File: src/hdl/assert_macros.svh
// Assertion helpers shared by the RTL. Both use clk_i and rst_ni of the
// module that expands them.
`ifndef ASSERT_MACROS_SVH
`define ASSERT_MACROS_SVH
`ifndef SYNTHESIS
`define ASSERT_ALWAYS(lbl, prop) \
  lbl: assert property (@(posedge clk_i) disable iff (!rst_ni) prop) \
    else $error("assertion failed");
`define ASSERT_NEVER(lbl, cond) \
  lbl: assert property (@(posedge clk_i) disable iff (!rst_ni) !(cond)) \
    else $error("forbidden condition seen");
`else
`define ASSERT_ALWAYS(lbl, prop)
`define ASSERT_NEVER(lbl, cond)
`endif
`endif

File: src/hdl/sabt_pkg.sv
package sabt_pkg;

  localparam int CoordW    = 32;              // coordinate field width
  localparam int SizeW     = CoordW - 1;      // box size field width
  localparam int DeltaW    = CoordW + 1;      // end - start
  localparam int RelW      = CoordW + 2;      // slab bound - start
  localparam int LenW      = CoordW + 1;      // floor(sqrt(|d|^2))
  localparam int SqW       = 2 * LenW;        // sum of squares
  localparam int DistW     = 64;              // held distances, signed
  localparam int MagW      = DistW - 1;       // multiplicand magnitude
  localparam int OpbW      = CoordW + 2;      // multiplier / divisor width
  localparam int ProdW     = MagW + OpbW;     // product / dividend width
  localparam int RemW      = LenW + 4;        // shared remainder register
  localparam int CntW      = $clog2(ProdW);
  localparam int MulSteps  = OpbW;
  localparam int DivSteps  = ProdW;
  localparam int SqrtSteps = SqW / 2;
  localparam int QDepth    = 2;
  localparam int QPtrW     = $clog2(QDepth);
  localparam int QCntW     = $clog2(QDepth + 1);

  localparam logic [1:0] AxisLast = 2'd2;

  localparam logic [MagW-1:0] InnerSat = MagW'(1) << (DistW - 2);
  localparam logic signed [DistW-1:0] DistMax = DistW'(InnerSat);
  localparam logic signed [DistW-1:0] DistMin = -DistMax;
  localparam logic signed [DistW-1:0] CoordHi = (DistW'(1) << (CoordW - 1)) - DistW'(1);
  localparam logic signed [DistW-1:0] CoordLo = ~CoordHi;

  typedef enum logic [2:0] {
    FACE_NONE  = 3'd0,
    FACE_NEG_X = 3'd1,
    FACE_POS_X = 3'd2,
    FACE_NEG_Y = 3'd3,
    FACE_POS_Y = 3'd4,
    FACE_NEG_Z = 3'd5,
    FACE_POS_Z = 3'd6
  } face_e;

  typedef enum logic [1:0] {
    OP_MUL    = 2'd0,
    OP_MULDIV = 2'd1,
    OP_SQRT   = 2'd2
  } arith_op_e;

  typedef struct packed {
    logic signed [CoordW-1:0] p;
    logic signed [DeltaW-1:0] d;
    logic signed [RelW-1:0]   rl;   // low slab bound - start
    logic signed [RelW-1:0]   rh;   // high slab bound - start
    logic                     dz;   // zero direction component
  } axis_t;

  typedef struct packed {
    axis_t [2:0] ax;
    logic        pre_miss;
  } item_t;

  typedef struct packed {
    arith_op_e        op;
    logic [MagW-1:0]  a;
    logic [OpbW-1:0]  b;
    logic [OpbW-1:0]  c;
    logic [SqW-1:0]   rad;
  } arith_req_t;

  typedef struct packed {
    logic           done;
    logic [SqW-1:0] res;
  } arith_rsp_t;

  typedef struct packed {
    logic                           is_hit;
    logic signed [CoordW-1:0]       near_dist;
    logic signed [CoordW-1:0]       far_dist;
    logic [2:0][CoordW-1:0]         near_pt;
    logic [2:0][CoordW-1:0]         far_pt;
    face_e                          near_face;
    face_e                          far_face;
  } result_t;

  function automatic logic [CoordW-1:0] sat_coord(input logic signed [DistW-1:0] v);
    logic [CoordW-1:0] r;
    if (v > CoordHi) begin
      r = CoordHi[CoordW-1:0];
    end else if (v < CoordLo) begin
      r = CoordLo[CoordW-1:0];
    end else begin
      r = v[CoordW-1:0];
    end
    return r;
  endfunction

  function automatic face_e face_of(input logic [1:0] axis, input logic pos);
    face_e f;
    case (axis)
      2'd0: begin
        f = pos ? FACE_POS_X : FACE_NEG_X;
      end
      2'd1: begin
        f = pos ? FACE_POS_Y : FACE_NEG_Y;
      end
      default: begin
        f = pos ? FACE_POS_Z : FACE_NEG_Z;
      end
    endcase
    return f;
  endfunction

endpackage

File: src/hdl/sabt_front.sv
module sabt_front (
  input  logic                          req_i,
  input  logic                          full_i,
  input  logic [2:0][sabt_pkg::CoordW-1:0] start_i,
  input  logic [2:0][sabt_pkg::CoordW-1:0] end_i,
  input  logic [2:0][sabt_pkg::CoordW-1:0] center_i,
  input  logic [2:0][sabt_pkg::SizeW-1:0]  size_i,
  output logic                          push_o,
  output sabt_pkg::item_t               item_o
);
  import sabt_pkg::*;

  logic signed [DeltaW-1:0] d_w  [3];
  logic signed [RelW-1:0]   lo_w [3];
  logic signed [RelW-1:0]   hi_w [3];
  logic signed [RelW-1:0]   rl_w [3];
  logic signed [RelW-1:0]   rh_w [3];
  logic        [2:0]        out_w;

  assign push_o = req_i && !full_i;

  // slab bounds relative to the start; zero axes only check containment
  always_comb begin
    for (int i = 0; i < 3; i++) begin
      d_w[i]  = DeltaW'($signed(end_i[i])) - DeltaW'($signed(start_i[i]));
      lo_w[i] = RelW'($signed(center_i[i])) - RelW'(size_i[i] >> 1);
      hi_w[i] = RelW'($signed(center_i[i])) + RelW'(size_i[i] >> 1);
      rl_w[i] = lo_w[i] - RelW'($signed(start_i[i]));
      rh_w[i] = hi_w[i] - RelW'($signed(start_i[i]));
      out_w[i] = (rl_w[i] > 0) || (rh_w[i] < 0);
      item_o.ax[i].p  = $signed(start_i[i]);
      item_o.ax[i].d  = d_w[i];
      item_o.ax[i].rl = rl_w[i];
      item_o.ax[i].rh = rh_w[i];
      item_o.ax[i].dz = (d_w[i] == '0);
    end
    item_o.pre_miss = (item_o.ax[0].dz && out_w[0]) || (item_o.ax[1].dz && out_w[1]) ||
                      (item_o.ax[2].dz && out_w[2]);
  end

endmodule

File: config.mk
export PLATFORM = sky130hd
export DESIGN_NAME = sabt_front
export DESIGN_NICKNAME = d
export VERILOG_FILES = /design/src/hdl/assert_macros.svh /design/src/hdl/sabt_pkg.sv /design/src/hdl/sabt_front.sv
export SDC_FILE = /design/constraint.sdc
export NUM_CORES = 1
export LEC_CHECK = 0
export BUFFER_PORTS_ARGS = -buffer_cell sky130_fd_sc_hd__buf_2
export CORE_AREA = 2 2 309 311
export DETAILED_ROUTE_END_ITERATION = 12
export DIE_AREA = 0 0 311 313
export GPL_TIMING_DRIVEN = 1
export SLEW_MARGIN = 20
export SYNTH_ARGS = -nofsm -noshare
export SYNTH_HDL_FRONTEND = slang
export SYNTH_SLANG_ARGS = --single-unit
export TNS_END_PERCENT = 30
File: constraint.sdc
create_clock -name vclk -period 17.5
set_input_delay 1.75 -clock vclk [all_inputs]
set_output_delay 1.75 -clock vclk [all_outputs]
set_load 0.01 [all_outputs]
Yosys cells after proc, flatten, opt, wreduce, memory -nomap -nowiden
Index checks and enable logic that the tools add are counted.
- bits in registers: 0
- latch bits: 0
- bits in writable memories: 0
- bits in read-only memories: 0
- memories kept: 0
- $add $sub $neg: 15
- $mul: 0
- div/mod/pow operators: 0
- order comparisons: 6
- eq/ne operators: 0
- shift operators: 0
- mux-type cells: 0
- bitwise logic cells: 0
- reductions and logical operators: 13
- operators with widths (cell ; count):
    $sub 33x32->34 ; 6
    $gt 34x1->1 const B ; 3
    $lt 34x1->1 const B ; 3
    $add 32x31->33 ; 3
    $logic_not 33->1 ; 3
    $sub 32x31->33 ; 3
    $sub 32x32->33 ; 3
    $logic_or 1x1->1 ; 5
    $logic_and 1x1->1 ; 4
    $logic_not 1->1 ; 1

Longest topological paths before layout
- depth after elaboration: 7
- depth in mapped cells: 19
- mapped depth without buffers: 19

Least setup slack after synthesis
No wires, ideal clock.
- kind: input-to-output
- start: input port center_i[32] (netlist bit)
- end: output port item_o[0] (netlist bit)
- arrival: 6.702 ns
- setup slack: 9.048 ns
- stages on the path: 19
- buffers on the path: 0
- cell sequence: inv_1 > fa_1 > inv_1 > ha_1 > a21o_1 > fa_1 > a21o_1 > a41o_1 > o31ai_4 > xnor2_1 > or4_1 > or4_1 > or4_1 > or4_1 > nor4b_2 > nand4b_1 > nor4_2 > o21bai_1 > a221o_1
- RTL lines (item ; RTL line ; source):
    start: declaration ; sabt_front.sv:6 ; input logic [2:0][sabt_pkg::CoordW-1:0] center_i,
    end: declaration ; sabt_front.sv:9 ; output sabt_pkg::item_t item_o

==> run_results.csv <==
group,metric,value,unit
placed_design,dp.final_hpwl,90940,um
clock_tree,post_cts_resized,0,
timing,hold_ws,3.731,ns
global_routing,grt_max_degree,10,
clock_tree,postCtsHoldBufs,0,
layout,clkbuf_count,0,
power_and_ir_drop,p_sw,1.156,mW
yosys,ys_types,93,
placed_design,place_inst,4808,
placed_design,placed_cell_area,0.02596,sq mm
die,std_cell_rows,113,
run,drv_cap,0,
yosys,syn_inst,2870,
global_routing,met3_usage,0.02693,
min_path,min_path_type,"input pin to primary output",
power_and_ir_drop,seqPwrFrac,0,
drt,wire_per_inst,20.42,um
timing,rsz0062_at_grt,"false",
critical_path,arrival,8.01,ns
timing,tightest_slew,1.115,ns
timing,final-max-slew-violation-count,0,
placed_design,io_buffers,784,
power_and_ir_drop,power_density,72.41,mW/mm^2
die,die-area,0.09734,sq mm
global_routing,antenna_found_initial,47,
yosys,syn_nets,3749,
yosys,synth_area,0.02122,sq mm
timing,fin_crit_sh,0.5577,
global_routing,grt_use_met2,0.3543,
power_and_ir_drop,p_sw_frac,0.6141,
timing,slew-limit-headroom,0.2496,
global_routing,grt_usage,0.1935,
global_routing,grt-ovfl-total,0,
global_routing,grt.busiest_layer,"met2",
drt,drc,0,
timing,setup_viol,0,
power_and_ir_drop,p_clk_frac,0,
drt,dr.pass1.iters,5,
layout,stdcell_area,0.02599,sq mm
layout,design.seq.count,0,
die,io_pins,787,
timing,fmax,0.1025,GHz
global_routing,use_met1,0.2426,
layout,area_delta_synth_final,22.47,%
drt,dr.first_iter.drc_count,1238,
critical_path,crit_path_end_kind,"primary output",
die,die_h,313,um
yosys,yosysSeqAreaShare,0,
yosys,avgSynthCellArea,7.395,sq um
power_and_ir_drop,irDropWorstVdd,34.57,uV
critical_path,path_class,"input pin to primary output",
power_and_ir_drop,power.leakage,14.23,nW
global_routing,first_global_vias,22378,
placed_design,gp_congestion,0.9523,
drt,detail_route.vias_per_cell,4.725,
timing,period_needed,9.759,ns
critical_path,critPathLaunchType,"input pin",
drt,ant_nets,0,
drt,wirelength,98470,um
layout,fin_nets,4424,
critical_path,cp.required,15.75,ns
power_and_ir_drop,p_int,726.2,uW
layout,drive_gt1_frac,0.2362,
critical_path,crit_fanout,5,
timing,fin_tns_setup,0,ns
die,start_util,0.2254,
status,status,"finished, final reports clean",
yosys,yosys_warnings,0,
die,die_w,311,um
drt,vias,22782,
layout,seq_area,0,sq um
power_and_ir_drop,combinationalPowerShare,1.000,
global_routing,grt_pass1_wl,143100,um
clock_tree,post_cts_buffers,0,
die,core,0.09416,sq mm
layout,fin_cells,4822,
timing,hold_viol,0,
power_and_ir_drop,total_power,1.882,mW
## cell usage after synthesis (17+ instances only)
library cell	count	area (sq um)
xor2_1	72	630.6
fa_1	183	3664
or3_1	17	106.4
a211oi_1	29	217.7
buf_4	96	720.7
nor3_1	56	280.3
and3_1	27	168.9
nand3_1	58	290.3
o21a_1	41	307.8
nor4_1	24	150.1
a21oi_1	224	1121
xnor2_1	169	1480
inv_1	648	2432
or4_1	20	150.1
a21o_1	113	848.3
nor2_1	144	540.5
nand2_1	106	397.9
o21ai_0	124	620.6
nand2b_1	31	193.9
a31oi_1	28	175.2
ha_1	313	3916
o21bai_1	30	225.2
nor2b_1	34	212.7
## cells in the final DEF (no fill, tap or decap), types with 30 or more instances in the layout
| cell type | n |
|---|---|
| xor2_1 | 72 |
| nand2_1 | 106 |
| nor2_1 | 144 |
| xnor2_1 | 169 |
| a21o_1 | 113 |
| a21oi_1 | 224 |
| o21a_1 | 41 |
| o21ai_0 | 124 |
| nand2b_1 | 31 |
| nor3_1 | 56 |
| buf_2 | 784 |
| nand3_1 | 58 |
| ha_1 | 313 |
| inv_1 | 648 |
| fa_1 | 183 |
| nor2b_1 | 34 |
| o21bai_1 | 30 |
## per-layer routing
layer  routed length [um]  part of all wire
met1                41440              0.42
met2                48580              0.49
met3                 6112             0.062
met4                 2209             0.022
met5                  129            0.0013
## worst paths after layout
path   startpoint   endpoint  slack, ns  depth (start not counted)
min        full_i     push_o       3.73                          3
max   start_i[32]  item_o[0]       7.74                         20
## through the flow
| step | setup slack [ns] | util |
|---|---|---|
| after global routing | 7.211 | 0.2758 |
| final | 7.741 | 0.2760 |
| after CTS | 7.533 | 0.2757 |
| after floorplan | 9.048 | - |
| after detailed placement | 7.548 | 0.2757 |
| after global placement | 7.576 | 0.2757 |
## area by class of cell
| class | instances | area [sq um] |
|---|---|---|
| fillers | 10575 | 68170 |
| inverters | 648 | 2432 |
| well taps | 1265 | 1583 |
| multi-input cells | 2109 | 18000 |
| diodes | 14 | 35.03 |
| repair buffers | 786 | 3939 |
## worst max-delay path: stages
cell      delay (ns)
buf_2           0.17
fa_1            0.57
inv_1           0.06
ha_1            0.17
a21o_1          0.19
fa_1            0.47
a21o_1          0.21
a41o_1          0.29
o31ai_4         0.27
xnor2_1         0.13
or4_1           0.54
or4_1           0.40
or4_1           0.43
or4_1           0.54
nor4b_2         0.44
nand4b_1        0.41
nor4_2          0.26
o21bai_1        0.16
a221o_1         0.37
buf_2           0.15
## kinds of logic after synthesis
| logic type | after synthesis | synth area share |
|---|---|---|
| muxes | 5 | 0.002417 |
| buffers and inverters | 761 | 0.1518 |
| adders and majority gates | 496 | 0.3572 |
| AOI/OAI and AO/OA | 763 | 0.2382 |
| xor gates and xnor gates | 242 | 0.1002 |
| and+or+nand+nor | 603 | 0.1502 |
## power groups by stage
stage	registers, mW	logic [mW]	clock network, mW
4_1_cts	0	1.89	0
3_5_place_dp	0	1.87	0
5_1_grt	0	2.05	0.0000000383
2_1_floorplan	0	1.14	0
3_3_place_gp	0	1.87	0
6_report	0	1.88	0.0000000860
(Power assumes the default switching activity.)
