File: src/hdl/assert_macros.svh
// Assertion helpers shared by the RTL. Both use clk_i and rst_ni of the
// module that expands them.
`ifndef ASSERT_MACROS_SVH
`define ASSERT_MACROS_SVH
`ifndef SYNTHESIS
`define ASSERT_ALWAYS(lbl, prop) \
  lbl: assert property (@(posedge clk_i) disable iff (!rst_ni) prop) \
    else $error("assertion failed");
`define ASSERT_NEVER(lbl, cond) \
  lbl: assert property (@(posedge clk_i) disable iff (!rst_ni) !(cond)) \
    else $error("forbidden condition seen");
`else
`define ASSERT_ALWAYS(lbl, prop)
`define ASSERT_NEVER(lbl, cond)
`endif
`endif

File: src/hdl/sabt_pkg.sv
package sabt_pkg;

  localparam int CoordW    = 32;              // coordinate field width
  localparam int SizeW     = CoordW - 1;      // box size field width
  localparam int DeltaW    = CoordW + 1;      // end - start
  localparam int RelW      = CoordW + 2;      // slab bound - start
  localparam int LenW      = CoordW + 1;      // floor(sqrt(|d|^2))
  localparam int SqW       = 2 * LenW;        // sum of squares
  localparam int DistW     = 64;              // held distances, signed
  localparam int MagW      = DistW - 1;       // multiplicand magnitude
  localparam int OpbW      = CoordW + 2;      // multiplier / divisor width
  localparam int ProdW     = MagW + OpbW;     // product / dividend width
  localparam int RemW      = LenW + 4;        // shared remainder register
  localparam int CntW      = $clog2(ProdW);
  localparam int MulSteps  = OpbW;
  localparam int DivSteps  = ProdW;
  localparam int SqrtSteps = SqW / 2;
  localparam int QDepth    = 2;
  localparam int QPtrW     = $clog2(QDepth);
  localparam int QCntW     = $clog2(QDepth + 1);

  localparam logic [1:0] AxisLast = 2'd2;

  localparam logic [MagW-1:0] InnerSat = MagW'(1) << (DistW - 2);
  localparam logic signed [DistW-1:0] DistMax = DistW'(InnerSat);
  localparam logic signed [DistW-1:0] DistMin = -DistMax;
  localparam logic signed [DistW-1:0] CoordHi = (DistW'(1) << (CoordW - 1)) - DistW'(1);
  localparam logic signed [DistW-1:0] CoordLo = ~CoordHi;

  typedef enum logic [2:0] {
    FACE_NONE  = 3'd0,
    FACE_NEG_X = 3'd1,
    FACE_POS_X = 3'd2,
    FACE_NEG_Y = 3'd3,
    FACE_POS_Y = 3'd4,
    FACE_NEG_Z = 3'd5,
    FACE_POS_Z = 3'd6
  } face_e;

  typedef enum logic [1:0] {
    OP_MUL    = 2'd0,
    OP_MULDIV = 2'd1,
    OP_SQRT   = 2'd2
  } arith_op_e;

  typedef struct packed {
    logic signed [CoordW-1:0] p;
    logic signed [DeltaW-1:0] d;
    logic signed [RelW-1:0]   rl;   // low slab bound - start
    logic signed [RelW-1:0]   rh;   // high slab bound - start
    logic                     dz;   // zero direction component
  } axis_t;

  typedef struct packed {
    axis_t [2:0] ax;
    logic        pre_miss;
  } item_t;

  typedef struct packed {
    arith_op_e        op;
    logic [MagW-1:0]  a;
    logic [OpbW-1:0]  b;
    logic [OpbW-1:0]  c;
    logic [SqW-1:0]   rad;
  } arith_req_t;

  typedef struct packed {
    logic           done;
    logic [SqW-1:0] res;
  } arith_rsp_t;

  typedef struct packed {
    logic                           is_hit;
    logic signed [CoordW-1:0]       near_dist;
    logic signed [CoordW-1:0]       far_dist;
    logic [2:0][CoordW-1:0]         near_pt;
    logic [2:0][CoordW-1:0]         far_pt;
    face_e                          near_face;
    face_e                          far_face;
  } result_t;

  function automatic logic [CoordW-1:0] sat_coord(input logic signed [DistW-1:0] v);
    logic [CoordW-1:0] r;
    if (v > CoordHi) begin
      r = CoordHi[CoordW-1:0];
    end else if (v < CoordLo) begin
      r = CoordLo[CoordW-1:0];
    end else begin
      r = v[CoordW-1:0];
    end
    return r;
  endfunction

  function automatic face_e face_of(input logic [1:0] axis, input logic pos);
    face_e f;
    case (axis)
      2'd0: begin
        f = pos ? FACE_POS_X : FACE_NEG_X;
      end
      2'd1: begin
        f = pos ? FACE_POS_Y : FACE_NEG_Y;
      end
      default: begin
        f = pos ? FACE_POS_Z : FACE_NEG_Z;
      end
    endcase
    return f;
  endfunction

endpackage

File: src/hdl/sabt_queue.sv
`include "assert_macros.svh"

module sabt_queue (
  input  logic              clk_i,
  input  logic              rst_ni,
  input  logic              push_i,
  input  sabt_pkg::item_t   item_i,
  input  logic              pop_i,
  output sabt_pkg::item_t   item_o,
  output logic              full_o,
  output logic              empty_o
);
  import sabt_pkg::*;

  item_t             mem_q [QDepth];
  logic [QPtrW-1:0]  wr_q, rd_q;
  logic [QCntW-1:0]  cnt_q;

  assign full_o  = (cnt_q == QCntW'(QDepth));
  assign empty_o = (cnt_q == '0);
  assign item_o  = mem_q[rd_q];

  always_ff @(posedge clk_i or negedge rst_ni) begin
    if (!rst_ni) begin
      wr_q  <= '0;
      rd_q  <= '0;
      cnt_q <= '0;
    end else begin
      if (push_i) begin
        wr_q <= (wr_q == QPtrW'(QDepth - 1)) ? '0 : wr_q + 1'b1;
      end
      if (pop_i) begin
        rd_q <= (rd_q == QPtrW'(QDepth - 1)) ? '0 : rd_q + 1'b1;
      end
      if (push_i && !pop_i) begin
        cnt_q <= cnt_q + 1'b1;
      end else if (pop_i && !push_i) begin
        cnt_q <= cnt_q - 1'b1;
      end
    end
  end

  always_ff @(posedge clk_i) begin
    if (push_i) begin
      mem_q[wr_q] <= item_i;
    end
  end

  `ASSERT_NEVER(a_q_overflow, push_i && full_o && !pop_i)
  `ASSERT_NEVER(a_q_underflow, pop_i && empty_o)
  `ASSERT_ALWAYS(a_q_count, cnt_q <= QCntW'(QDepth))

endmodule

File: config.mk
export PLATFORM = sky130hd
export DESIGN_NAME = sabt_queue
export DESIGN_NICKNAME = d
export VERILOG_FILES = /design/src/hdl/sabt_pkg.sv /design/src/hdl/sabt_queue.sv
export VERILOG_INCLUDE_DIRS = /design/src /design/src/hdl
export SDC_FILE = /design/constraint.sdc
export NUM_CORES = 1
export LEC_CHECK = 0
export BUFFER_PORTS_ARGS = -buffer_cell sky130_fd_sc_hd__buf_2
export CAP_MARGIN = 20
export CORE_AREA = 2 2 316 318
export DETAILED_ROUTE_END_ITERATION = 8
export DIE_AREA = 0 0 318 320
export PLACE_DENSITY = 0.5
export SYNTH_ARGS = -nofsm -noshare
export SYNTH_HDL_FRONTEND = slang
export SYNTH_SLANG_ARGS = --single-unit
export TNS_END_PERCENT = 5
File: constraint.sdc
create_clock -name clk_i -period 35.3 [get_ports clk_i]
set_clock_uncertainty 0.2 [all_clocks]
set_input_delay 7.06 -clock clk_i [delete_from_list [all_inputs] [get_ports clk_i]]
set_output_delay 7.06 -clock clk_i [all_outputs]
set_load 0.05 [all_outputs]
### Word level (Yosys, flattened, before mapping)

Memories as Yosys holds them, arrays and structs flattened.
Cells that the tools add are included.

| operators by class | value |
|---|---|
| reductions and logical operators | 6 |
| mux-type cells | 6 |
| multiply operators | 0 |
| magnitude comparators | 0 |
| bitwise operators | 0 |
| div/mod/pow operators | 0 |
| shifts and indexed selects | 0 |
| equality and inequality tests | 1 |
| add/sub/neg operators | 4 |

Operators by type and width:

| operator | number |
|---|---|
| $mux 1 | 4 |
| $mux 2 | 2 |
| $add 1x1->1 const B | 2 |
| $add 2x1->2 const B | 1 |
| $eq 2x2->1 const B | 1 |
| $logic_and 1x1->1 | 2 |
| $logic_not 1->1 | 2 |
| $logic_not 2->1 | 1 |
| $reduce_bool 2->1 | 1 |
| $sub 2x1->2 const B | 1 |

| storage, ports and cells | value |
|---|---|
| input port bits | 407 |
| latch bits | 0 |
| bits in read-only memories | 0 |
| RAM bits | 806 |
| register bits after elaboration | 4 |
| word-level logic and storage cells | 21 |
| memories kept | 1 |

Memories:

| name | words | bits a word | read ports | clocked after memory_dff | wr ports | line | RTL |
|---|---|---|---|---|---|---|---|
| mem_q | 2 | 403 | 1 | 0 | 1 | sabt_queue.sv:15 | `item_t mem_q [QDepth];` |

### Depth between registers and ports, before layout

| depth | value |
|---|---|
| depth in word-level cells | 4 |
| gate-level depth with buffers | 5 |

### Least setup slack after synthesis

No wires, ideal clock.

| timing path | value |
|---|---|
| kind | input to register |
| start | in push_i |
| end | mem mem_q[0][0] in the netlist's numbering (enable) |
| setup time | 1.225 ns |
| data arrival time | 24.355 ns |
| cell stages on the path | 1 |
| path buffers | 0 |
| path slack | 9.520 ns |
| cells stage by stage | nor2b_1 |

| on the way | value |
|---|---|
| longest elaborated chain between the ends | 2 |

RTL lines:

| element | line | RTL |
|---|---|---|
| from (decl) | sabt_queue.sv:6 | `input logic push_i,` |
| $mux 1 | sabt_queue.sv:44 | `if (push_i) begin` |
| $mux 1 (not written as such) | sabt_queue.sv:45 | `mem_q[wr_q] <= item_i;` |
| to (decl) | sabt_queue.sv:15 |  |

No other way between the ends.

==> impl_metrics.ini <==
[clock_network]
cts_setup_buffers = 0
tritoncts = yes
postCtsHoldBufs = 0
cts_root_buffer = clkbuf_16
htreeDepth = 3
numCtsBuffers = 88
clk_pin_slew_worst_paths_ps = 60
clock_path_buffers = 3
clk_latency_ps = 620
cts.sinks = 810
cts_resized = 0

[timing]
grt_setup_unrepaired = no
max_freq_ghz = 0.0822
tns_ps = 0
slew_viol_final = 0
period_share_pct = 34.4
worst_pin_slew_ps = 1140
layout_min_cycle_time_ps = 12160
setup_violations = 0
finalHoldViolations = 0
slew_headroom_pct = 23.8

[worst_setup_path]
crit_type = reg2out
crit_path_start_kind = register
worstRegToRegCells = 4
crit_top_cell = buf_4
worstPathBufferInverterCount = 4
critPathCaptureType = output pin
cp.required_ps = 28040
cpPeakStageDelay_ps = 930
reg2reg_slack_ps = 30860
path_cells = buf_4 > buf_4 > buf_4 > mux2_2 > buf_2
slowest_stage = dfrtp_4
crit_cells = 5
critical-path-top-delay-family = buffers and inverters
crit_path_max_fanout = 75
cp.arrival_ps = 4900

[route]
firstDrtPassIters = 4
vias = 15200
routed_wl_um = 73500
post-route-drc-count = 0
drtAntennaViolNets = 0
routed_via_density = 4.33
drtIter0Drc = 900
wl_per_cell_um = 21.0

[floorplanning]
die_area_um2 = 102000
die_w_um = 318
ioPinCount = 812
rows = 115
core_area_um2 = 98000
fp.dieH_um = 320
start_util_pct = 30.0

[synthesis]
ys_seq_area_share_pct = 82.6
synth_seq_cells = 810
synth_fp_nets = 1678
yosysTopAreaCell = edfxtp_1
postSynthAreaPerCell_um2 = 23.2
netlist.area_leader.share_pct = 82.3
yosys_warnings = 0
ys_top_cells_by_area = edfxtp_1, mux2_2, buf_6, dfrtp_1, xor2_1
syn_area_um2 = 29400
postSynthCellCount = 1270
ys_types = 12

[finish]
fin_nets = 2547
n_fill_cell = 9084
syn2layout_area_growth_pct = 28.0
final_cell_mix = buf_2, edfxtp_1, mux2_2, clkbuf_16, clkinv_1
drive_above_1_share_pct = 61.4
finalInstanceArea_um2 = 37600
layout_commonest_cell = buf_2

[global_routing]
grt_overflow = 0
track_usage_pct = 13.9
antenna_found_initial = 32
grt_max_degree = 153
grt_pass1_vias = 16300
grt_pass1_wl_um = 105000

[placement]
dp_hpwl_um = 51100
dpl_cell_area_um2 = 34700
port_buffers = 811
place.gp.congestion = 0.807

[hold_path]
hold_path_depth = 1
hold_class = reg2reg

[power_and_ir_drop]
p_leak_uw = 0.0139
pwr_density_cell_nw_per_um2 = 97.7
peakVddDrop_mv = 0.0647

[flow_run]
maxCapViolCount = 0

[run_status]
status = completed
[power breakdown]
part	switching, uW	internal [uW]
Clock	364	545
Combinational	1070	366
Sequential	51.8	1280
Total	1490	2190
[cell usage after synthesis]
master	instances
nor2b_1	2
xor2_1	4
inv_1	1
nor2_1	2
dfrtp_1	4
edfxtp_1	806
buf_2	4
ha_1	1
and2_1	1
xnor2_1	1
buf_6	41
mux2_2	403
[final timing paths]
| kind | from | end |
|---|---|---|
| max | rd_q$_DFFE_PN0P_ | item_o[381] |
| min | cnt_q[1]$_DFFE_PN0P_ | cnt_q[1]$_DFFE_PN0P_ |
| max reg2reg | wr_q$_DFFE_PN0P_ | mem_q[1][160]$_DFFE_PP_ |
| min reg2reg | cnt_q[1]$_DFFE_PN0P_ | cnt_q[1]$_DFFE_PN0P_ |
| max in group asynchronous | rst_ni | rd_q$_DFFE_PN0P_ |
| min in group asynchronous | rst_ni | wr_q$_DFFE_PN0P_ |
[metal layers]
layer | routed length [um] | GRT usage [%] | vias to the layer above
met5 | 209 | 0 | -
met2 | 38400 | 24.8 | 611
met3 | 6280 | 5.19 | 138
li1 | - | - | 6846
met4 | 2090 | 5.81 | 32
met1 | 26500 | 14.8 | 7538
[layout make-up]
class	count	area, um2	area share (%)
Clock inverter	54	559	1.49
Sequential cell	810	24300	64.6
Antenna cell	10	25.0	0.0665
Clock buffer	103	2300	6.11
Timing Repair Buffer	824	4190	11.1
Inverter	1	3.75	0.00997
Tap cell	1287	1610	4.28
Multi-Input combinational cell	414	4630	12.3
[sequential cells by signal, indices dropped and copies added (netlist names)]
signal / count
mem_q: 806
cnt_q: 2
wr_q: 1
rd_q: 1
[worst register-to-register path, delay by kind of cell (launching register included)]
| family | cells | cell delay, ps |
|---|---|---|
| buf+inv | 3 | 2610 |
| flops | 1 | 420 |
| simple gates | 1 | 760 |
[through the flow]
| step | hold WS, ps | setup WS, ps | total power (uW) | util [%] | std cells |
|---|---|---|---|---|---|
| 2_1_floorplan | 255 | 9520 | 2600 | - | 1270 |
| 3_3_place_gp | 283 | 23860 | 2800 | 35.5 | 3336 |
| 3_5_place_dp | 304 | 23740 | 2800 | 35.5 | 3336 |
| 4_1_cts | 312 | 23010 | 3730 | 38.4 | 3493 |
| 5_1_grt | 317 | 22790 | 3820 | 38.4 | 3501 |
| 6_report | 304 | 23140 | 3680 | 38.4 | 3503 |
[cell families (layout without fill, tap and decap cells)]
group / Yosys count / count (layout) / share of synthesized area (%)
mux: 403 / 403 / 15.4
buf+inv: 46 / 982 / 1.65
flops: 810 / 810 / 82.6
other cells: 0 / 10 / 0
fa+ha+maj: 1 / 1 / 0.0425
xor+xnor: 5 / 5 / 0.149
simple gates: 5 / 5 / 0.0894
Power figures use the tool's default switching activity.
