--- src/hdl/assert_macros.svh ---
// Assertion helpers shared by the RTL. Both use clk_i and rst_ni of the
// module that expands them.
`ifndef ASSERT_MACROS_SVH
`define ASSERT_MACROS_SVH
`ifndef SYNTHESIS
`define ASSERT_ALWAYS(lbl, prop) \
  lbl: assert property (@(posedge clk_i) disable iff (!rst_ni) prop) \
    else $error("assertion failed");
`define ASSERT_NEVER(lbl, cond) \
  lbl: assert property (@(posedge clk_i) disable iff (!rst_ni) !(cond)) \
    else $error("forbidden condition seen");
`else
`define ASSERT_ALWAYS(lbl, prop)
`define ASSERT_NEVER(lbl, cond)
`endif
`endif

--- src/hdl/sabt_pkg.sv ---
package sabt_pkg;

  localparam int CoordW    = 32;              // coordinate field width
  localparam int SizeW     = CoordW - 1;      // box size field width
  localparam int DeltaW    = CoordW + 1;      // end - start
  localparam int RelW      = CoordW + 2;      // slab bound - start
  localparam int LenW      = CoordW + 1;      // floor(sqrt(|d|^2))
  localparam int SqW       = 2 * LenW;        // sum of squares
  localparam int DistW     = 64;              // held distances, signed
  localparam int MagW      = DistW - 1;       // multiplicand magnitude
  localparam int OpbW      = CoordW + 2;      // multiplier / divisor width
  localparam int ProdW     = MagW + OpbW;     // product / dividend width
  localparam int RemW      = LenW + 4;        // shared remainder register
  localparam int CntW      = $clog2(ProdW);
  localparam int MulSteps  = OpbW;
  localparam int DivSteps  = ProdW;
  localparam int SqrtSteps = SqW / 2;
  localparam int QDepth    = 2;
  localparam int QPtrW     = $clog2(QDepth);
  localparam int QCntW     = $clog2(QDepth + 1);

  localparam logic [1:0] AxisLast = 2'd2;

  localparam logic [MagW-1:0] InnerSat = MagW'(1) << (DistW - 2);
  localparam logic signed [DistW-1:0] DistMax = DistW'(InnerSat);
  localparam logic signed [DistW-1:0] DistMin = -DistMax;
  localparam logic signed [DistW-1:0] CoordHi = (DistW'(1) << (CoordW - 1)) - DistW'(1);
  localparam logic signed [DistW-1:0] CoordLo = ~CoordHi;

  typedef enum logic [2:0] {
    FACE_NONE  = 3'd0,
    FACE_NEG_X = 3'd1,
    FACE_POS_X = 3'd2,
    FACE_NEG_Y = 3'd3,
    FACE_POS_Y = 3'd4,
    FACE_NEG_Z = 3'd5,
    FACE_POS_Z = 3'd6
  } face_e;

  typedef enum logic [1:0] {
    OP_MUL    = 2'd0,
    OP_MULDIV = 2'd1,
    OP_SQRT   = 2'd2
  } arith_op_e;

  typedef struct packed {
    logic signed [CoordW-1:0] p;
    logic signed [DeltaW-1:0] d;
    logic signed [RelW-1:0]   rl;   // low slab bound - start
    logic signed [RelW-1:0]   rh;   // high slab bound - start
    logic                     dz;   // zero direction component
  } axis_t;

  typedef struct packed {
    axis_t [2:0] ax;
    logic        pre_miss;
  } item_t;

  typedef struct packed {
    arith_op_e        op;
    logic [MagW-1:0]  a;
    logic [OpbW-1:0]  b;
    logic [OpbW-1:0]  c;
    logic [SqW-1:0]   rad;
  } arith_req_t;

  typedef struct packed {
    logic           done;
    logic [SqW-1:0] res;
  } arith_rsp_t;

  typedef struct packed {
    logic                           is_hit;
    logic signed [CoordW-1:0]       near_dist;
    logic signed [CoordW-1:0]       far_dist;
    logic [2:0][CoordW-1:0]         near_pt;
    logic [2:0][CoordW-1:0]         far_pt;
    face_e                          near_face;
    face_e                          far_face;
  } result_t;

  function automatic logic [CoordW-1:0] sat_coord(input logic signed [DistW-1:0] v);
    logic [CoordW-1:0] r;
    if (v > CoordHi) begin
      r = CoordHi[CoordW-1:0];
    end else if (v < CoordLo) begin
      r = CoordLo[CoordW-1:0];
    end else begin
      r = v[CoordW-1:0];
    end
    return r;
  endfunction

  function automatic face_e face_of(input logic [1:0] axis, input logic pos);
    face_e f;
    case (axis)
      2'd0: begin
        f = pos ? FACE_POS_X : FACE_NEG_X;
      end
      2'd1: begin
        f = pos ? FACE_POS_Y : FACE_NEG_Y;
      end
      default: begin
        f = pos ? FACE_POS_Z : FACE_NEG_Z;
      end
    endcase
    return f;
  endfunction

endpackage

--- src/hdl/sabt_arith.sv ---
module sabt_arith (
  input  logic                 clk_i,
  input  logic                 rst_ni,
  input  logic                 start_i,
  input  sabt_pkg::arith_req_t req_i,
  output sabt_pkg::arith_rsp_t rsp_o
);
  import sabt_pkg::*;

  typedef enum logic [3:0] {
    A_IDLE = 4'b0001,
    A_MUL  = 4'b0010,
    A_DIV  = 4'b0100,
    A_SQRT = 4'b1000
  } astate_e;

  astate_e           state_q, state_d;
  logic              muldiv_q, muldiv_d;
  logic              done_q, done_d;
  logic [SqW-1:0]    res_q, res_d;
  logic [CntW-1:0]   cnt_q, cnt_d;
  logic [ProdW-1:0]  acc_q, acc_d, mcand_q, mcand_d;
  logic [OpbW-1:0]   mplier_q, mplier_d, div_q, div_d;
  logic [RemW-1:0]   rem_q, rem_d;
  logic [LenW-1:0]   root_q, root_d;
  logic [SqW-1:0]    rad_q, rad_d;

  logic [ProdW-1:0]  sum_w;
  logic [OpbW:0]     drem_w;
  logic              dge_w;
  logic [ProdW-1:0]  quot_w;
  logic [RemW-1:0]   srem_w, trial_w;
  logic              sge_w;

  assign rsp_o = '{done: done_q, res: res_q};

  always_comb begin
    sum_w   = mplier_q[0] ? acc_q + mcand_q : acc_q;
    drem_w  = {rem_q[OpbW-1:0], acc_q[ProdW-1]};
    dge_w   = drem_w >= {1'b0, div_q};
    quot_w  = {acc_q[ProdW-2:0], dge_w};
    srem_w  = {rem_q[RemW-3:0], rad_q[SqW-1:SqW-2]};
    trial_w = {2'b00, root_q, 2'b01};
    sge_w   = srem_w >= trial_w;
  end

  always_comb begin
    state_d  = state_q;
    muldiv_d = muldiv_q;
    done_d   = 1'b0;
    res_d    = res_q;
    cnt_d    = cnt_q;
    acc_d    = acc_q;
    mcand_d  = mcand_q;
    mplier_d = mplier_q;
    div_d    = div_q;
    rem_d    = rem_q;
    root_d   = root_q;
    rad_d    = rad_q;
    case (state_q)
      A_IDLE: begin
        if (start_i) begin
          if (req_i.op == OP_SQRT) begin
            rad_d   = req_i.rad;
            rem_d   = '0;
            root_d  = '0;
            cnt_d   = CntW'(SqrtSteps - 1);
            state_d = A_SQRT;
          end else begin
            acc_d    = '0;
            mcand_d  = ProdW'(req_i.a);
            mplier_d = req_i.b;
            div_d    = req_i.c;
            muldiv_d = (req_i.op == OP_MULDIV);
            cnt_d    = CntW'(MulSteps - 1);
            state_d  = A_MUL;
          end
        end
      end
      A_MUL: begin
        acc_d    = sum_w;
        mcand_d  = mcand_q << 1;
        mplier_d = mplier_q >> 1;
        cnt_d    = cnt_q - 1'b1;
        if (cnt_q == '0) begin
          if (muldiv_q) begin
            rem_d   = '0;
            cnt_d   = CntW'(DivSteps - 1);
            state_d = A_DIV;
          end else begin
            res_d   = sum_w[SqW-1:0];
            done_d  = 1'b1;
            state_d = A_IDLE;
          end
        end
      end
      A_DIV: begin
        rem_d = RemW'(dge_w ? drem_w - {1'b0, div_q} : drem_w);
        acc_d = quot_w;
        cnt_d = cnt_q - 1'b1;
        if (cnt_q == '0) begin
          // quotient clamps at the inner saturation bound
          if (quot_w > ProdW'(InnerSat)) begin
            res_d = SqW'(InnerSat);
          end else begin
            res_d = SqW'(quot_w[MagW-1:0]);
          end
          done_d  = 1'b1;
          state_d = A_IDLE;
        end
      end
      A_SQRT: begin
        rem_d  = sge_w ? srem_w - trial_w : srem_w;
        root_d = {root_q[LenW-2:0], sge_w};
        rad_d  = rad_q << 2;
        cnt_d  = cnt_q - 1'b1;
        if (cnt_q == '0) begin
          res_d   = SqW'({root_q[LenW-2:0], sge_w});
          done_d  = 1'b1;
          state_d = A_IDLE;
        end
      end
      default: begin
        state_d = A_IDLE;
      end
    endcase
  end

  always_ff @(posedge clk_i or negedge rst_ni) begin
    if (!rst_ni) begin
      state_q <= A_IDLE;
      done_q  <= 1'b0;
    end else begin
      state_q <= state_d;
      done_q  <= done_d;
    end
  end

  always_ff @(posedge clk_i) begin
    muldiv_q <= muldiv_d;
    res_q    <= res_d;
    cnt_q    <= cnt_d;
    acc_q    <= acc_d;
    mcand_q  <= mcand_d;
    mplier_q <= mplier_d;
    div_q    <= div_d;
    rem_q    <= rem_d;
    root_q   <= root_d;
    rad_q    <= rad_d;
  end

endmodule

--- config.mk ---
export PLATFORM = sky130hd
export DESIGN_NAME = sabt_arith
export DESIGN_NICKNAME = d
export VERILOG_FILES = /design/src/hdl/assert_macros.svh /design/src/hdl/sabt_pkg.sv /design/src/hdl/sabt_arith.sv
export SDC_FILE = /design/constraint.sdc
export NUM_CORES = 1
export LEC_CHECK = 0
export CAP_MARGIN = 20
export CORE_MARGIN = 3
export CORE_UTILIZATION = 50
export CTS_BUF_LIST = sky130_fd_sc_hd__clkbuf_4 sky130_fd_sc_hd__clkbuf_8
export CTS_CLUSTER_DIAMETER = 30
export DETAILED_ROUTE_END_ITERATION = 7
export DONT_BUFFER_PORTS = 1
export PLACE_DENSITY = 0.68
export SYNTH_ARGS = -nofsm -noshare
export SYNTH_HDL_FRONTEND = slang
export SYNTH_SLANG_ARGS = --single-unit
--- constraint.sdc ---
create_clock -name clk_i -period 7.6 [get_ports clk_i]
set_input_delay 2.28 -clock clk_i [delete_from_list [all_inputs] [get_ports clk_i]]
set_output_delay 2.28 -clock clk_i [all_outputs]
set_load 0.01 [all_outputs]
Yosys cells after proc, flatten, opt, wreduce, memory -nomap -nowiden
Cells that the tools add are included.

Register bits after elaboration: 475. Bits in latches: 0. Memory bits (writable): 0. Bits in read-only memories: 0. Input bits: 202. Output and inout bits: 67. Logic and storage cells: 98. Memories: 0.

Add/sub/neg operators: 4. Multiply operators: 0. Div/mod/pow operators: 0. $lt $le $gt $ge: 3. Equality and inequality tests: 16. Shift-type cells: 0. Multiplexer cells: 44. Bitwise operators: 1. Reduce and logical (&&, ||, !) cells: 17.

Operators by type and width (number): two-way mux 97 bit (5); two-way mux 66 bit (6); one-hot mux 97 bit (3 select lines) (1); two-way mux 35 bit (6); one-hot mux 66 bit (3 select lines) (1); one-hot mux 97 bit (2 select lines) (1); one-hot mux 35 bit (4 select lines) (1); one-hot mux 66 bit (2 select lines) (1); adder 97 bit (1); > comparator 97 x 63 -> 1 bit (second input constant) (1); two-way mux 34 bit (2); one-hot mux 34 bit (2 select lines) (1); two-way mux 33 bit (2); one-hot mux 33 bit (2 select lines) (1); two-way mux 63 bit (1); greater-or-equal comparator 37 x 35 -> 1 bit (1); greater-or-equal comparator 35 x 34 -> 1 bit (1); subtractor 35 x 34 -> 35 bit (1); subtractor 35 bit (1); two-way mux 7 bit (3); one-hot mux 7 bit (3 select lines) (1); inequality test 2 bit (second input constant) (9); two-way mux 4 bit (4); AND reduction 3 bit (5); other kinds (21) (28).

Longest topological paths before layout
Depth after elaboration: 5. Mapped depth: 15. Mapped depth without buffers: 15.

Worst setup path before layout
No wires, ideal clock.

Kind: input port to flip-flop. From: in req_i[198] (netlist name). To: reg mcand_q[0], enable pin. Library setup time: 0.622 ns. Data arrival time: 8.092 ns. Data required time: 6.978 ns. Setup slack: -1.115 ns. Stages: 4. Path buffers: 0. Cells stage by stage: nor2b_1 nor2_1 nor2_1 nor2_1.

Longest elaborated chain between the ends: 3.

Ends and longest elaborated chain: start, declared (RTL line sabt_arith.sv:5) `input sabt_pkg::arith_req_t req_i,`; equality test 2 bit (RTL line sabt_arith.sv:63) `if (req_i.op == OP_SQRT) begin`; inequality test 2 bit (no source line); AND reduction 3 bit (no source line); end signal, assigned (RTL line sabt_arith.sv:144) `mcand_q <= mcand_d;`; end, declared (RTL line sabt_arith.sv:22) `logic [ProdW-1:0] acc_q, acc_d, mcand_q, mcand_d;`.

No other way between the ends. A chain may end at the register's enable or synchronous reset.

Worst setup path in the final report
From: reg rem_q[0]. To: reg res_q[52] (data pin).

Longest elaborated chain between the ends: 5.

Ends and longest elaborated chain: start, declared (RTL line sabt_arith.sv:24) `logic [RemW-1:0] rem_q, rem_d;`; start signal, assigned (RTL line sabt_arith.sv:147) `rem_q <= rem_d;`; greater-or-equal comparator 35 x 34 -> 1 bit (RTL line sabt_arith.sv:40) `dge_w = drem_w >= {1'b0, div_q};`; > comparator 97 x 63 -> 1 bit (RTL line sabt_arith.sv:103) `if (quot_w > ProdW'(InnerSat)) begin`; two-way mux 63 bit (RTL line sabt_arith.sv:103); two-way mux 66 bit (RTL line sabt_arith.sv:101) `if (cnt_q == '0) begin`; one-hot mux 66 bit (3 select lines) (RTL line sabt_arith.sv:60) `case (state_q)`; named net res_d[52] (RTL line sabt_arith.sv:20) `logic [SqW-1:0] res_q, res_d;`; end signal, assigned (RTL line sabt_arith.sv:141) `res_q <= res_d;`; end, declared (RTL line sabt_arith.sv:20).

The timed path passes the listed nets, and every way through them passes these cells. The select of a mux whose other input is x is not followed.

==> run_results.csv <==
group,metric,value,unit
sta,period_share,61.84,%
clock_network,post-cts-setup-buffer-count,0,
critical_path,rr_startpoint,"rem_q[0]",
critical_path,crit_path_end_kind,"flip-flop",
grt,grt_use_total,26.06,%
power_and_ir_drop,peakVddDrop,281.2,µV
synth,ys_seq_elements,475,
hold_path,hold_end,"rad_q[2]",
critical_path,crit_type,"flip-flop to flip-flop",
run,drv_cap,0,
synth,yosys.area.top_type,"edfxtp_1",
place,place_hpwl,61620,µm
synth,async_flop_share,1.053,%
synth,synth_top_area_share,46.54,%
critical_path,worstReg2RegEnd,"res_q[52]",
synth,avgSynthCellArea,9.386,µm²
clock_network,clkSinkCount,475,
cells_and_area,final_area,33360,µm²
cells_and_area,finish.utilization,56.10,%
hold_path,hold_class,"flip-flop to flip-flop",
synth,synth_cell_type_count,84,
drt,firstDrtPassIters,6,
drt,wl,84910,µm
synth,yosysSeqAreaShare,46.96,%
sta,setup_violations,0,
place,dp.cells,3865,
grt,grt_overflow_total,0,
floorplanning,initial_core_util,51.00,%
place,placed_area,30930,µm²
critical_path,worstPathArrival,5.25,ns
drt,drc,0,
synth,syn_nets,3602,
drt,vias,24450,
sta,timing.fmax,0.2128,GHz
critical_path,crit_path_start,"rem_q[0]",
sta,tns,0,ns
clock_network,clockBufferDepth,3,
sta,rsz0062_at_grt,"false",
synth,synthTopCellsByArea,"edfxtp_1, nand2_1, ha_1",
sta,timing.final.crit_period,4.699,ns
grt,grt_max_degree,132,
clock_network,clkSlewWorstSetupHoldPaths,0.06,ns
sta,hold_violations,0,
clock_network,cts-root-buf,"clkbuf_8",
clock_network,htreeDepth,3,
hold_path,hold_depth,2,
critical_path,startpoint_type,"flip-flop",
power_and_ir_drop,cellLeakagePower,13.36,nW
sta,maxSlewViolCount,0,
critical_path,crit_required,8.15,ns
cells_and_area,syn_to_final_growth,10.01,%
cells_and_area,layout_common_cells,"nand2_1, edfxtp_1, a21oi_1",
cells_and_area,fin_cells,4066,
grt,grt_pass1_wl,131900,µm
synth,synth_top_flop_cell,"edfxtp_1",
drt,drt_iter0_drc,2068,
clock_network,cts_inserted_buffers,108,
floorplanning,fp.dieW,252.3,µm
drt,post_drt_wl_per_cell,20.88,µm
floorplanning,rows,89,
clock_network,worstSkewPairLatency,0.72,ns
sta,worst_slew_pin_slew,1.120,ns
sta,worst_slack,2.901,ns
grt,grt_pass1_vias,23900,
clock_network,ctsResizeCount,0,
synth,yosys_warnings,0,
hold_path,worstHoldStart,"rad_q[0]",
floorplanning,core_area,59460,µm²
cells_and_area,layout_commonest_cell,"nand2_1",
run_status,status,"complete, no violations",
floorplanning,die_h,252.3,µm
power_and_ir_drop,powerDensity,514.0,nW/µm²
synth,syn_inst,3231,
drt,ant_nets,0,
grt,antenna_found_initial,3,
place,io_buffers,0,
critical_path,rrSetupSlack,2.90,ns
drt,via_per_inst,6.014,
critical_path,reg2regPathDepth,13,
cells_and_area,drive_gt1_share,7.386,%
place,place_ws,2.669,ns
sta,slew_headroom,25.34,%
place,gp_congestion,0.9448,
clock_network,cts_tree,"yes",
sta,skew,0.03659,ns
floorplanning,dieArea,63650,µm²
cells_and_area,fin_nets,3576,
synth,synth_edf_count,470,
critical_path,worstPathMaxFanout,34,
floorplanning,num_io_pins,269,
synth,netlist_area,30330,µm²
clock_network,postCtsHoldBufs,0,
[cells in the mapped netlist, drive strengths merged, types with 8 or more instances]
master   instances
nand2          694
edfxtp         470
a21oi          246
nor2           222
o21ai          212
ha             167
clkbuf         134
inv            126
xnor2          107
a21o            86
mux2i           81
nand4           58
xor2            51
nor3            44
and3            43
nand3           38
o21bai          37
a211o           34
nor4            33
o2bb2ai         31
a31oi           29
buf             28
o22ai           25
o211ai          24
o21a            23
nand2b          17
nor2b           17
a211oi          14
and2            12
o31ai           11
or3             10
nor4b            8
[registers in the layout (all words and copies together) (netlist names), 7 cells and up]
| name | count |
|---|---|
| rad_q | 66 |
| acc_q | 97 |
| mcand_q | 97 |
| root_q | 33 |
| div_q | 34 |
| cnt_q | 7 |
| rem_q | 35 |
| res_q | 66 |
| mplier_q | 34 |
[power breakdown]
group	total [mW]	switching [mW]	internal, mW
sequential	4.88	0.713	4.17
combinational	9.14	5.67	3.48
clock	3.12	1.30	1.82
total	17.1	7.68	9.47
[how the worst max path moves through the flow]
stage / endpoint / depth (start not counted)
4_1_cts: res_q[60] / 13
3_5_place_dp: acc_q[66] / 6
6_report: res_q[52] / 13
2_1_floorplan: rad_q[0] / 3
3_3_place_gp: acc_q[66] / 6
5_1_grt: res_q[47] / 13
[stage by stage]
step / power [mW] / hold slack (ns)
final: 17.15 / 0.5057
after global routing: 18.41 / 0.5237
after floorplan: 11.63 / 0.4836
after CTS: 17.08 / 0.5110
after global placement: 13.71 / 0.4890
after detailed placement: 13.84 / 0.4949
[cells by family (layout without fill, tap and decap cells)]
family | after synthesis | after routing | synth area share, %
simple gates | 1219 | 1219 | 17.43
compound gates | 839 | 839 | 17.60
flops | 475 | 475 | 46.96
buf+inv | 289 | 348 | 3.717
fa+ha+maj | 169 | 169 | 7.022
xor+xnor | 158 | 158 | 4.563
mux | 82 | 82 | 2.711
other cells | 0 | 3 | 0
[routing by layer]
layer,track usage [%],vias up,part of all wire (%)
li1,-,11740,-
met1,35.34,11580,44
met2,40.59,963,45
met3,5.670,174,7.7
met4,11.14,0,4.0
met5,0,-,0
[cell type report]
type                            instances  area [µm²]
Inverter                              127       476.7
Tap cell                              773       967.2
Multi-Input combinational cell       2467       15040
Fill cell                            5307       26100
Clock buffer                          117        1554
Antenna cell                            3       7.507
Clock inverter                         78       807.0
Sequential cell                       475       14240
Timing Repair Buffer                   26       265.3
[worst max-delay path: stages, from the launching register on]
cell	delay, ns
edfxtp_1	0.50
ha_1	0.35
nor2b_1	0.14
o21ai_0	0.19
a21boi_1	0.11
o21ai_0	0.26
a21oi_1	0.17
o21ai_1	0.43
o211ai_1	0.20
a21oi_4	0.29
a21boi_1	0.21
nor3_4	0.89
buf_4	0.57
o2bb2ai_1	0.18
Note: power is estimated with default switching activity, not from simulation.
